--- src/rtl/core/sida_pkg.sv ---
// ----------------------------------------------------------------------------
// sida_pkg: shared types and constants for the signed decimal text converter
// Holds the sequencer state type and the ASCII codes the converter emits.
// ----------------------------------------------------------------------------
package sida_pkg;

  // ASCII codes
  localparam logic [7:0] DIGIT_BASE = 8'h30;
  localparam logic [7:0] MINUS_CHAR = 8'h2D;

  // Sequencer states
  typedef enum logic [2:0] {
    ST_IDLE,
    ST_CONV,
    ST_SKIP,
    ST_SIGN,
    ST_DIGITS
  } state_t;

endpackage

--- src/rtl/core/signed_int_to_decimal_ascii.sv ---
// ----------------------------------------------------------------------------
// signed_int_to_decimal_ascii: two's-complement integer to decimal ASCII text
// Converts one signed value into its decimal characters, sign first, most
// significant digit first, with a last flag on the final character.
// ----------------------------------------------------------------------------
// Usage:
//   Drive in_value and raise start; the value is taken at a clock edge where
//   start is high and busy is low. busy then stays high until the final
//   character has been launched.
//   Characters appear on out_text_char with out_last, each for one cycle,
//   marked by out_valid. The receiver has no way to hold them off: every
//   out_valid cycle is one beat taken.
// Sequence (VALUE_WIDTH = W, digit slots ND = W*301/1000 + 1, text of D digits):
//   shift-and-add-3 binary to BCD conversion over all W bits on one shared
//   digit-adjust unit, then the ND - D leading zero digits are dropped,
//   then one character per cycle (sign, then D digits). The next value can
//   be taken in the cycle the final character is on the outputs.
//   At W = 32 there are ND = 10 digit slots.
// Reset: rst_n low at a clock edge returns the sequencer to idle and drops
//   out_valid; no character in flight is finished.
// ----------------------------------------------------------------------------
module signed_int_to_decimal_ascii #(
  parameter int VALUE_WIDTH = 32
) (
  input  logic                          clk,
  input  logic                          rst_n,
  input  logic                          start,
  output logic                          busy,
  input  logic signed [VALUE_WIDTH-1:0] in_value,
  output logic                          out_valid,
  output logic [7:0]                    out_text_char,
  output logic                          out_last
);

  localparam int ND    = (VALUE_WIDTH * 301) / 1000 + 1;
  localparam int BCD_W = ND * 4;
  localparam int CNT_W = $clog2(VALUE_WIDTH + 1);
  localparam logic [CNT_W-1:0] CNT_CONV = CNT_W'(VALUE_WIDTH);
  localparam logic [CNT_W-1:0] CNT_DIG  = CNT_W'(ND);
  localparam logic [CNT_W-1:0] CNT_ONE  = CNT_W'(1);

  sida_pkg::state_t state_r, state_nxt;
  logic [VALUE_WIDTH-1:0] bin_r, bin_nxt;
  logic [BCD_W-1:0]       bcd_r, bcd_nxt, bcd_adj;
  logic [CNT_W-1:0]       cnt_r, cnt_nxt;
  logic                   neg_r, neg_nxt;
  logic                   out_valid_r, out_valid_nxt;
  logic [7:0]             out_char_r, out_char_nxt;
  logic                   out_last_r, out_last_nxt;
  logic [3:0]             top_digit;
  logic [VALUE_WIDTH-1:0] mag_in;

  // Magnitude of the incoming value; the most negative value wraps to 2^(W-1)
  assign mag_in    = in_value[VALUE_WIDTH-1] ? (~in_value + 1'b1) : in_value;
  assign top_digit = bcd_r[BCD_W-1 -: 4];

  // Shared digit-adjust unit: add 3 to every BCD digit of 5 or more
  always_comb begin
    for (int i = 0; i < ND; i++) begin
      bcd_adj[i*4 +: 4] = (bcd_r[i*4 +: 4] >= 4'd5) ? (bcd_r[i*4 +: 4] + 4'd3)
                                                     : bcd_r[i*4 +: 4];
    end
  end

  // Advance the sequencer and launch characters
  always_comb begin
    state_nxt     = state_r;
    bin_nxt       = bin_r;
    bcd_nxt       = bcd_r;
    cnt_nxt       = cnt_r;
    neg_nxt       = neg_r;
    out_valid_nxt = 1'b0;
    out_char_nxt  = out_char_r;
    out_last_nxt  = out_last_r;
    unique case (state_r)
      sida_pkg::ST_IDLE: begin
        if (start) begin
          bin_nxt   = mag_in;
          bcd_nxt   = '0;
          cnt_nxt   = CNT_CONV;
          neg_nxt   = in_value[VALUE_WIDTH-1];
          state_nxt = sida_pkg::ST_CONV;
        end
      end
      sida_pkg::ST_CONV: begin
        bcd_nxt = {bcd_adj[BCD_W-2:0], bin_r[VALUE_WIDTH-1]};
        bin_nxt = {bin_r[VALUE_WIDTH-2:0], 1'b0};
        cnt_nxt = cnt_r - 1'b1;
        if (cnt_r == CNT_ONE) begin
          cnt_nxt   = CNT_DIG;
          state_nxt = sida_pkg::ST_SKIP;
        end
      end
      sida_pkg::ST_SKIP: begin
        // drop leading zero digits, keep at least one
        if (top_digit == 4'd0 && cnt_r != CNT_ONE) begin
          bcd_nxt = {bcd_r[BCD_W-5:0], 4'd0};
          cnt_nxt = cnt_r - 1'b1;
        end else begin
          state_nxt = neg_r ? sida_pkg::ST_SIGN : sida_pkg::ST_DIGITS;
        end
      end
      sida_pkg::ST_SIGN: begin
        out_valid_nxt = 1'b1;
        out_char_nxt  = sida_pkg::MINUS_CHAR;
        out_last_nxt  = 1'b0;
        state_nxt     = sida_pkg::ST_DIGITS;
      end
      sida_pkg::ST_DIGITS: begin
        out_valid_nxt = 1'b1;
        out_char_nxt  = sida_pkg::DIGIT_BASE + {4'd0, top_digit};
        out_last_nxt  = (cnt_r == CNT_ONE);
        bcd_nxt       = {bcd_r[BCD_W-5:0], 4'd0};
        cnt_nxt       = cnt_r - 1'b1;
        if (cnt_r == CNT_ONE) begin
          state_nxt = sida_pkg::ST_IDLE;
        end
      end
      default: begin
        state_nxt = sida_pkg::ST_IDLE;
      end
    endcase
  end

  // Control registers
  always_ff @(posedge clk) begin
    if (!rst_n) begin
      state_r     <= sida_pkg::ST_IDLE;
      out_valid_r <= 1'b0;
    end else begin
      state_r     <= state_nxt;
      out_valid_r <= out_valid_nxt;
    end
  end

  // Datapath registers
  always_ff @(posedge clk) begin
    bin_r      <= bin_nxt;
    bcd_r      <= bcd_nxt;
    cnt_r      <= cnt_nxt;
    neg_r      <= neg_nxt;
    out_char_r <= out_char_nxt;
    out_last_r <= out_last_nxt;
  end

  assign busy          = (state_r != sida_pkg::ST_IDLE);
  assign out_valid     = out_valid_r;
  assign out_text_char = out_char_r;
  assign out_last      = out_last_r;

  // Checks
  a_accept_busy: assert property (@(posedge clk) disable iff (!rst_n)
    (start && !busy) |=> busy)
    else $error("accepted value did not raise busy");

  a_idle_no_beat: assert property (@(posedge clk) disable iff (!rst_n)
    (state_r == sida_pkg::ST_IDLE) |=> !out_valid_r)
    else $error("character launched from idle");

  a_last_gap: assert property (@(posedge clk) disable iff (!rst_n)
    (out_valid_r && out_last_r) |=> !out_valid_r)
    else $error("beat directly after final character");

  a_char_code: assert property (@(posedge clk) disable iff (!rst_n)
    out_valid_r |-> (out_char_r == sida_pkg::MINUS_CHAR ||
                     (out_char_r >= sida_pkg::DIGIT_BASE &&
                      out_char_r <= sida_pkg::DIGIT_BASE + 8'd9)))
    else $error("character outside sign and digit codes");

  a_count_live: assert property (@(posedge clk) disable iff (!rst_n)
    (state_r == sida_pkg::ST_CONV || state_r == sida_pkg::ST_DIGITS) |->
      (cnt_r != '0))
    else $error("step count ran out while working");

endmodule
--- config.mk ---
export PLATFORM = sky130hd
export DESIGN_NAME = signed_int_to_decimal_ascii
export DESIGN_NICKNAME = d
export VERILOG_FILES = /design/src/rtl/core/sida_pkg.sv /design/src/rtl/core/signed_int_to_decimal_ascii.sv
export SDC_FILE = /design/constraint.sdc
export NUM_CORES = 1
export LEC_CHECK = 0
export ABC_AREA = 1
export BUFFER_PORTS_ARGS = -buffer_cell sky130_fd_sc_hd__clkbuf_2
export CELL_PAD_IN_SITES_DETAIL_PLACEMENT = 1
export CELL_PAD_IN_SITES_GLOBAL_PLACEMENT = 2
export CORE_MARGIN = 8
export CORE_UTILIZATION = 37
export CTS_CLUSTER_DIAMETER = 60
export CTS_CLUSTER_SIZE = 25
export DETAILED_ROUTE_END_ITERATION = 8
export GPL_ROUTABILITY_DRIVEN = 0
export PLACE_DENSITY = 0.9
export SLEW_MARGIN = 20
export SYNTH_ARGS = -nofsm -noshare
export SYNTH_HDL_FRONTEND = slang
export SYNTH_SLANG_ARGS = --single-unit
--- constraint.sdc ---
create_clock -name clk -period 4.38 [get_ports clk]
set_input_delay 0.876 -clock clk [delete_from_list [all_inputs] [get_ports clk]]
set_output_delay 0.876 -clock clk [all_outputs]
set_load 0.02 [all_outputs]
Yosys cells after proc, flatten, opt, wreduce, memory -nomap -nowiden
Index checks and enable logic that the tools add are counted.
Widths: inputs -> output; s select.
{"block": "classes", "add_sub_neg": 13, "order_cmp": 10, "eq_ne": 11, "mux": 29, "bitwise": 1, "n_reduce_logical": 12}
{"cell": "$pmux 40 s4", "n": 1}
{"cell": "$mux 40", "n": 2}
{"cell": "$mux 32", "n": 2}
{"cell": "$pmux 32 s2", "n": 1}
{"cell": "$ge 4x3->1 const B", "n": 10}
{"cell": "$add 4x2->4 const B", "n": 9}
{"cell": "$mux 4", "n": 9}
{"cell": "$add 32x1->32 const B", "n": 1}
{"cell": "$not 32->32", "n": 1}
{"cell": "$pmux 6 s4", "n": 1}
{"cell": "$mux 3", "n": 6}
{"cell": "$mux 6", "n": 3}
{"cell": "$pmux 8 s2", "n": 1}
{"cell": "$pmux 3 s5", "n": 1}
{"cell": "$ne 2x2->1 const B", "n": 5}
{"cell": "$add 6x4->7 const A", "n": 1}
{"cell": "$eq 3x2->1 const B", "n": 2}
{"cell": "$eq 6x1->1 const B", "n": 1}
{"cell": "$ne 6x1->1 const B", "n": 1}
{"cell": "$sub 6x1->6 const B", "n": 1}
{"cell": "$logic_not 4->1", "n": 1}
{"cell": "$reduce_and 2->1", "n": 2}
{"cell": "$reduce_and 4->1", "n": 1}
{"cell": "$reduce_bool 2->1", "n": 2}
{"cell": "11 further kinds", "n": 11}
{"block": "totals", "register_bits": 92, "in_bits": 35, "elab_cells": 84}

Longest topological paths before layout
Gate-level depths: netlist of the first run.
{"block": "logic_depth", "depth_word": 5, "ltp_mapped": 10, "depth_no_buf": 10}

Worst setup path after synthesis of the first run
No wires, ideal clock.
{"block": "synth_path", "kind": "input to register", "startpoint": "input port start", "endpoint": "register bcd_r[0], enable pin", "t_arrival_ns": 3.272, "required_ns": 3.903, "path_slack_ns": 0.631, "stages": 2, "path_cell_list": "nor2_1 -> a31oi_1"}
{"block": "synth_via", "elab_chain_cells": 2}
{"item": "start, declared", "line_no": "signed_int_to_decimal_ascii.sv:27", "source": "input logic start,"}
{"item": "$ne 2x2->1 (no line)"}
{"item": "$reduce_and 3->1 (no line)"}
{"item": "end signal, assigned", "line_no": "signed_int_to_decimal_ascii.sv:139", "source": "bcd_r <= bcd_nxt;"}
{"item": "end, declared", "line_no": "signed_int_to_decimal_ascii.sv:44", "source": "logic [BCD_W-1:0] bcd_r, bcd_nxt, bcd_adj;"}
No other way between the ends.
A chain may end at the register's enable or synchronous reset.

Worst setup path in the final report of the first run
{"block": "layout_path", "startpoint": "register state_r[0]", "endpoint": "output port busy"}
{"block": "layout_via", "elab_chain_cells": 1}
{"item": "start, declared", "line_no": "signed_int_to_decimal_ascii.sv:42", "source": "sida_pkg::state_t state_r, state_nxt;"}
{"item": "start signal, assigned", "line_no": "signed_int_to_decimal_ascii.sv:128", "source": "state_r <= sida_pkg::ST_IDLE;"}
{"item": "start signal, assigned", "line_no": "signed_int_to_decimal_ascii.sv:131", "source": "state_r <= state_nxt;"}
{"item": "$reduce_bool 3->1", "line_no": "signed_int_to_decimal_ascii.sv:146", "source": "assign busy = (state_r != sida_pkg::ST_IDLE);"}
{"item": "end, declared", "line_no": "signed_int_to_decimal_ascii.sv:28", "source": "output logic busy,"}
No other way between the ends.

==> results of run 1 <==
worst min-delay path, cell delays in order (launching register included):
cell and delay (ns):
edfxtp_1 0.32, nand2_1 0.05, nand2_1 0.05
cells in the final DEF (no fill, tap or decap), drive strengths merged, types with 4 or more instances in the layout:
| master | count |
|---|---|
| a21oi | 30 |
| edfxtp | 85 |
| ha | 24 |
| dfxtp | 4 |
| inv | 86 |
| nand3b | 6 |
| nand2 | 156 |
| nand4 | 6 |
| o32ai | 15 |
| clkbuf | 53 |
| nor2 | 99 |
| o22ai | 4 |
| buf | 4 |
| xor2 | 18 |
| nand3 | 47 |
| o21ai | 73 |
routing by layer:
layer | GRT usage | wire (µm) | vias to the layer above
met5 | 0 | 0 | -
met4 | 0.0486 | 193 | 0
met3 | 0.0240 | 457 | 13
met2 | 0.268 | 7480 | 85
met1 | 0.196 | 6990 | 2319
li1 | - | - | 2375
cell type report:
cell class | count | share of cell area
Multi-Input combinational cell | 492 | 0.418
Inverter | 86 | 0.0501
Tap cell | 188 | 0.0365
Sequential cell | 89 | 0.409
Clock buffer | 11 | 0.0362
Timing Repair Buffer | 46 | 0.0373
Clock inverter | 5 | 0.0124
path summary, 6_finish.rpt:
path	start	to	slack, ns	depth (start not counted)
min	bin_r[14]	bin_r[15]	0.52	2
max reg2reg	state_r[1]	bcd_r[18]	2.20	8
min reg2reg	bin_r[14]	bin_r[15]	0.52	2
max	state_r[0]	busy	2.11	3
kinds of logic (layout without fill, tap and decap cells):
| logic type | after synthesis | after routing | share of synthesized area |
|---|---|---|---|
| adder cells (fa/ha/maj) | 24 | 24 | 0.0522 |
| AO/OA/AOI/OAI | 127 | 127 | 0.140 |
| AND/OR/NAND/NOR | 317 | 317 | 0.239 |
| XOR/XNOR | 21 | 21 | 0.0320 |
| buffers and inverters | 106 | 148 | 0.0781 |
| flip-flops | 89 | 89 | 0.458 |
| other | 2 | 3 | 0.00131 |
power by group:
| part | switching, mW | total (mW) | internal, mW |
|---|---|---|---|
| sequential | 0.241 | 1.77 | 1.53 |
| combinational | 1.25 | 1.81 | 0.556 |
| clock | 0.345 | 0.845 | 0.500 |
| total | 1.84 | 4.42 | 2.59 |
through the flow:
step,cell area [µm²],cells,hold slack (ns),setup WS (ns)
3_5_place_dp,6120,901,0.508,1.77
6_report,6440,917,0.525,2.11
4_1_cts,6440,917,0.524,2.09
5_1_grt,6440,917,0.556,1.99
3_3_place_gp,6120,901,0.503,1.93
2_1_floorplan,5760,687,0.495,0.631
state kept, by name, indices dropped and copies added (netlist names):
name,cells
bcd_r,40
bin_r,32
cnt_r,6
out_text_char,5
state_r,3
neg_r,1
out_last,1
out_valid,1
==> flow_summary_export.csv, run 1 <==
group,metric,value,unit
detailed_routing,num_vias,4792,
worst_setup_path,crit_buf_inv,1,
worst_setup_path,worstPathCellList,"nor2_1 -> nand2_1 -> clkbuf_2",
detailed_routing,ant_nets,0,
die,fp.dieW,141,µm
placement,dp.final_hpwl,10.9,mm
grt,grt_usage,0.155,
worst_setup_path,slowest_stage,"dfxtp_1",
synth,syn-cell-area,5750,µm²
layout,drive_gt1_frac,0.128,
sta,setup_viol_count_final,0,
grt,grt_max_degree,53,
clock_tree,ctsResizeCount,0,
sta,worstMarginPinSlew,0.641,ns
layout,nFillCells,1865,
layout,register_area,2630,µm²
layout,multi_input_area,2690,µm²
die,initial_utilization,0.378,
detailed_routing,wire_per_inst,16.5,µm
grt,grt_pass1_wl,25.1,mm
synth,synth_most_common_cell,"nand2_1",
clock_tree,numCtsBuffers,9,
layout,final_nets,783,
clock_tree,clk_latency,0.35,ns
clock_tree,cts_tree,"done",
clock_tree,cts_sinks,89,
placement,io_buffers,42,
synth,syn_avg_cell_area,8.39,µm²
sta,fin_skew,0.00862,ns
worst_setup_path,crit_required,3.50,ns
pwr,irDropWorstVdd,0.335,mV
hold_path,hold_class,"reg2reg",
layout,final_util,0.423,
clock_tree,root_buffer,"clkbuf_16",
die,num_rows,45,
synth,yosys.area.top_type,"edfxtp_1",
worst_setup_path,worst-path-max-fanout,6,
worst_setup_path,path_class,"reg2out",
detailed_routing,drt_iter0_drc,336,
detailed_routing,viasPerCell,5.23,
die,ios,46,
synth,syn_inst,686,
clock_tree,cts_buffer_depth,2,
clock_tree,post_cts_buffers,0,
synth,synth_cell_type_count,38,
sta,slew_violations,0,
pwr,leakage,2.72,nW
synth,synthArstFlopShare,0,
detailed_routing,drt-pass1-iter-count,4,
grt,grt_overflow,0,
layout,diodes,0,
synth,synthTopCellsByCount,"155 x nand2_1, 91 x nor2_1, 85 x edfxtp_1",
sta,relSlewSlack,0.573,
worst_setup_path,cp_top_family,"flip-flops",
grt,grt_pass1_vias,5110,
die,core_area,15200,µm²
sta,clock.fmax,441,MHz
sta,final.setup.tns,0,ns
job,maxCapViolCount,0,
clock_tree,holdBufCountCts,0,
pwr,power,4.42,mW
synth,synth_ff_type,"edfxtp_1",
sta,post-route-min-period,2.27,ns
layout,area_growth,11.9,%
worst_setup_path,max_stage_delay,0.46,ns
synth,ys_ff_latch,89,
clock_tree,h-tree-depth,3,
worst_setup_path,cp-end-kind,"primary output",
die,dieArea,19800,µm²
synth,synth_edf_count,85,
sta,min_period_over_period,0.518,
die,die_h,141,µm
detailed_routing,drc,0,
sta,final_hold_viol_count,0,
sta,rsz0062_at_grt,"no",
worst_setup_path,arrival,1.39,ns
synth,yosys_warnings,0,
synth,synth_top_cell_area_share,0.444,
worst_setup_path,startpoint_type,"flip-flop",
outcome,status,"finished clean",
clock_tree,path_clk_slew,0.07,ns
pwr,powerDensity,687,nW/µm²
detailed_routing,routed_wl,15.1,mm
grt,antenna_found_initial,0,
synth,synthTopCellsByArea,"edfxtp_1 44%, nand2_1 10%, nor2_1 5.9%",
synth,synth-seq-area-share,0.458,
(Power assumes the default switching activity.)
==> run 2, diff against run 1 <==
Clock period 4.38 ns to 2.3 ns, I/O delays scaled along.
==> run 2 against run 1 <==
  * Via count decreased by 0.81%
  * Count of clock-buffer cells in the layout is 1 lower
  * Global-route usage is 0.10 points lower
  * Total power up 95%
  * Largest cell class unchanged
  * Critical endpoint is now bcd_r[30]
  * Non-clock buffer count increased by 5
  * Setup slack got worse by 1.7 ns
  * Wire length shrank 2.4%
  * Highest routed layer unchanged
==> flow_summary_export.csv, run 2 (synthesis gave the netlist of run 1 again) <==
group,metric,value,unit
sta,slew_violations,0,
sta,relSlewSlack,0.634,
grt,grt_use_met3,0.0246,
grt,met1_usage,0.191,
worst_setup_path,worstPathCellList,"inv_1 -> ha_1 -> inv_1 -> nor2_1 -> o21ai_0 -> a21oi_1 -> o21ai_1 -> o21ai_1",
worst_setup_path,path_class,"reg2reg",
layout,top_regs,"bcd_r: 40 flops, bin_r: 32 flops, cnt_r: 6 flops",
worst_setup_path,slowest_stage,"edfxtp_1",
sta,rsz0062_at_grt,"no",
grt,grt_usage,0.154,
grt,use_met2,0.268,
layout,layout_common_cells,"155 x nand2_1, 91 x nor2_1, 85 x edfxtp_1",
worst_setup_path,startpoint_type,"flip-flop",
layout,diodes,0,
detailed_routing,wire_per_inst,16.0,µm
die,core_area,15200,µm²
sta,worstMarginPinSlew,0.545,ns
pwr,leakage,2.78,nW
worst_setup_path,worst-path-max-fanout,4,
detailed_routing,num_vias,4753,
worst_setup_path,arrival,2.01,ns
clock_tree,ctsResizeCount,0,
die,fp.dieW,141,µm
worst_setup_path,crit_buf_inv,2,
die,initial_utilization,0.378,
layout,final_nets,788,
hold_path,min_path_cells,3,
grt,antenna_found_initial,0,
sta,setup_viol_count_final,0,
pwr,irDropWorstVdd,0.462,mV
pwr,powerDensity,1320,nW/µm²
clock_tree,path_clk_slew,0.07,ns
detailed_routing,viasPerCell,5.16,
pwr,power,8.61,mW
layout,final_common_cell,"nand2_1",
clock_tree,root_buffer,"clkbuf_16",
die,dieArea,19800,µm²
sta,final.setup.tns,0,ns
grt,grt_max_degree,53,
worst_setup_path,cp-end-kind,"flip-flop",
worst_setup_path,crit_required,2.38,ns
sta,clock.fmax,518,MHz
clock_tree,cts_tree,"done",
clock_tree,numCtsBuffers,9,
placement,io_buffers,42,
outcome,status,"finished clean",
worst_setup_path,max_stage_delay,0.42,ns
sta,fin_skew,0.00827,ns
clock_tree,cts_sinks,89,
sta,final_hold_viol_count,0,
grt,grt_pass1_vias,5085,
worst_setup_path,worstRegToRegCells,8,
detailed_routing,ant_nets,0,
grt,grt_pass1_wl,24.8,mm
worst_setup_path,cp.depth,8,
layout,drive_gt1_frac,0.135,
detailed_routing,drt_iter0_drc,323,
worst_setup_path,cp_top_family,"compound AO/OA/AOI/OAI gates",
layout,largest-register,"bcd_r",
clock_tree,cts_buffer_depth,2,
job,maxCapViolCount,0,
detailed_routing,drt-pass1-iter-count,4,
die,num_rows,45,
sta,post-route-min-period,1.93,ns
layout,nFillCells,1817,
layout,largest_reg_flops,40,
hold_path,hold_class,"in2reg",
grt,grt_overflow,0,
grt,top_usage_layer,"met2",
placement,dp.final_hpwl,11.0,mm
die,ios,46,
detailed_routing,drc,0,
die,die_h,141,µm
clock_tree,clk_latency,0.35,ns
sta,min_period_over_period,0.839,
layout,area_growth,13.5,%
detailed_routing,routed_wl,14.8,mm
clock_tree,post_cts_buffers,0,
clock_tree,h-tree-depth,3,
clock_tree,holdBufCountCts,0,
## run 2: cell count changes in the layout (fill, tap and decap cells not counted), sizes merged
cell      delta
buf          +5
clkbuf       -1
inv          +1
clkinv       +1
clkinvlp     -2
bufinv       +1
## run 2: final cells by class
cell class,instances,area [µm²],area share
clock buffer,10,229,0.0351
clock inverter,6,116,0.0178
inverter,86,323,0.0494
multi-input combinational,492,2690,0.412
sequential,89,2630,0.403
tap,188,235,0.0360
timing repair buffer,51,303,0.0464
## run 2: metrics by stage
step,hold WS (ns),instance area (µm²),util,setup WS [ns],cells
2_1_floorplan,0.495,5780,-,0.127,687
3_3_place_gp,0.505,6190,0.407,0.327,906
3_5_place_dp,0.515,6190,0.407,0.253,906
4_1_cts,0.342,6530,0.430,0.338,922
5_1_grt,0.363,6530,0.430,0.190,922
6_report,0.364,6530,0.430,0.371,922
## run 2: path summary, 6_finish.rpt
kind / end / slack, ns / from
worst min register to register: bin_r[11] / 0.53 / bin_r[10]
worst min-delay path: state_r[1] / 0.36 / rst_n
worst max-delay path: bcd_r[30] / 0.37 / bcd_r[28]
worst max register to register: bcd_r[30] / 0.37 / bcd_r[28]
## run 2: layer usage
layer	vias up	part of all wire
met5	-	0
met4	0	0.013
met3	13	0.023
met2	55	0.49
met1	2302	0.47
li1	2383	-
## run 2: power by group
| group | switching (mW) | internal (mW) | leakage, nW | total [mW] |
|---|---|---|---|---|
| Sequential | 0.453 | 2.91 | 0.893 | 3.36 |
| Combinational | 2.39 | 1.12 | 1.72 | 3.51 |
| Clock | 0.669 | 1.07 | 0.167 | 1.74 |
## run 2: worst reg2reg max path, stage by stage, from the launching register on
cell,delay [ns]
edfxtp_1,0.42
inv_1,0.10
ha_1,0.23
inv_1,0.08
nor2_1,0.06
o21ai_0,0.41
a21oi_1,0.15
o21ai_1,0.10
o21ai_1,0.10
==> run 3, diff against run 2 <==
Clock period 2.3 ns to 1.9 ns, I/O delays scaled along.
==> run 3 against run 2 <==
  * First-iteration DRC count is 28% lower
  * Global-route usage up 0.079 points
  * Setup slack got worse by 0.25 ns
  * Worst hold slack worse by 0.084 ns
  * Combinational power is 28% higher
  * Largest cell class unchanged
==> flow_summary_export.csv, run 3 (synthesis gave the netlist of run 1 again) <==
group,metric,value,unit
clock_tree,holdBufCountCts,0,
placement,post-place-cells,913,
detailed_routing,drt_iter0_drc,233,
layout,largest-register,"bcd_r",
clock_tree,cts_buffer_depth,2,
worst_setup_path,startpoint_type,"flip-flop",
detailed_routing,drt-pass1-iter-count,4,
clock_tree,cts_tree,"done",
worst_setup_path,cp_top_family,"flip-flops",
worst_setup_path,slowest_stage,"edfxtp_1",
detailed_routing,wire_per_inst,16.0,µm
placement,io_buffers,42,
outcome,status,"finished clean",
clock_tree,path_clk_slew,0.07,ns
hold_path,hold_class,"in2reg",
detailed_routing,routed_wl,14.9,mm
sta,post-route-min-period,1.78,ns
layout,area_growth,15.4,%
detailed_routing,ant_nets,0,
worst_setup_path,cp-end-kind,"flip-flop",
clock_tree,root_buffer,"clkbuf_16",
placement,dp_slack,-0.00578,ns
sta,clock.fmax,562,MHz
layout,largest_reg_flops,40,
clock_tree,clk_latency,0.35,ns
grt,grt_pass1_wl,25.2,mm
clock_tree,h-tree-depth,3,
placement,dp.final_hpwl,11.1,mm
worst_setup_path,crit_required,1.93,ns
sta,setup_ws,0.122,ns
sta,final_hold_viol_count,0,
worst_setup_path,arrival,1.81,ns
die,dieArea,19800,µm²
layout,final_util,0.437,
die,core_area,15200,µm²
die,die_h,141,µm
worst_setup_path,max_stage_delay,0.44,ns
sta,setup_viol_count_final,0,
layout,nFillCells,1819,
layout,final_common_cell,"nand2_1",
grt,grt_use_met3,0.0338,
clock_tree,ctsResizeCount,0,
layout,stdcell_count,929,
grt,grt_usage,0.155,
die,initial_utilization,0.378,
pwr,irDropWorstVdd,0.936,mV
clock_tree,numCtsBuffers,9,
sta,slew_violations,0,
detailed_routing,num_vias,4749,
die,fp.dieW,141,µm
worst_setup_path,worstPathCellList,"inv_1 -> ha_1 -> nand4_1 -> a31oi_4 -> buf_12",
layout,top_regs,"bcd_r: 40 flops, bin_r: 32 flops, cnt_r: 6 flops",
layout,diodes,0,
die,ios,46,
worst_setup_path,worst-path-max-fanout,46,
layout,final_nets,795,
job,maxCapViolCount,0,
pwr,powerDensity,1570,nW/µm²
clock_tree,cts_sinks,89,
die,num_rows,45,
pwr,leakage,2.81,nW
grt,grt_max_degree,47,
sta,min_period_over_period,0.936,
layout,layout_common_cells,"153 x nand2_1, 91 x nor2_1, 85 x edfxtp_1",
detailed_routing,viasPerCell,5.11,
grt,use_met2,0.274,
clock_tree,post_cts_buffers,0,
detailed_routing,drc,0,
worst_setup_path,crit_buf_inv,2,
layout,drive_gt1_frac,0.151,
grt,met1_usage,0.189,
pwr,power,10.4,mW
sta,rsz0062_at_grt,"no",
grt,grt_overflow,0,
worst_setup_path,reg2reg_slack,0.12,ns
grt,antenna_found_initial,0,
sta,fin_skew,0.00890,ns
grt,top_usage_layer,"met2",
grt,grt_pass1_vias,5255,
worst_setup_path,path_class,"reg2reg",
run 3: cell types whose count changed in the layout (fill, tap and decap cells not counted), moves of 2 or more:
| cell | delta |
|---|---|
| buf_12 | +5 |
| buf_4 | +2 |
| bufinv_16 | -2 |
| clkinv_4 | -2 |
| clkinvlp_4 | +2 |
| dfxtp_1 | -2 |
| dfxtp_2 | +2 |
| inv_6 | +2 |
| nand2_1 | -2 |
run 3: final timing paths:
check | start | to | depth (start not counted)
min reg2reg | bin_r[20] | bin_r[21] | 2
max reg2reg | bcd_r[36] | bcd_r[11] | 5
max | bcd_r[36] | bcd_r[11] | 5
min | rst_n | state_r[1] | 3
run 3: through the flow:
step	TNS, ns	hold WS [ns]	area, µm²
6_report	0	0.280	6640
5_1_grt	0	0.281	6640
4_1_cts	0	0.269	6640
3_5_place_dp	-0.00578	0.512	6330
3_3_place_gp	0	0.502	6330
2_1_floorplan	-11.57	0.479	5810
run 3: report_power, final:
part | leakage, nW | internal, mW | total, mW | switching (mW)
registers | 0.894 | 3.52 | 4.06 | 0.543
clock network | 0.143 | 1.03 | 1.87 | 0.834
logic | 1.78 | 1.53 | 4.49 | 2.97
total | 2.81 | 6.08 | 10.4 | 4.34
run 3: area by class of cell:
type / count / area [µm²] / share of cell area
clock buffers: 9 / 225 / 0.0339
inverters: 86 / 325 / 0.0490
flip-flops and latches: 89 / 2640 / 0.397
well taps: 188 / 235 / 0.0354
repair buffers: 58 / 418 / 0.0630
clock inverters: 7 / 76.3 / 0.0115
multi-input cells: 492 / 2720 / 0.410
run 3: layer usage:
layer / up-vias / part of all wire
met3: 13 / 0.039
met4: 0 / 0.0087
met1: 2282 / 0.46
met2: 56 / 0.49
met5: - / 0
li1: 2398 / -
run 3: worst min-delay path: stages:
cell,delay [ns]
clkbuf_2,0.11
nand2_1,0.07
nor2_1,0.03
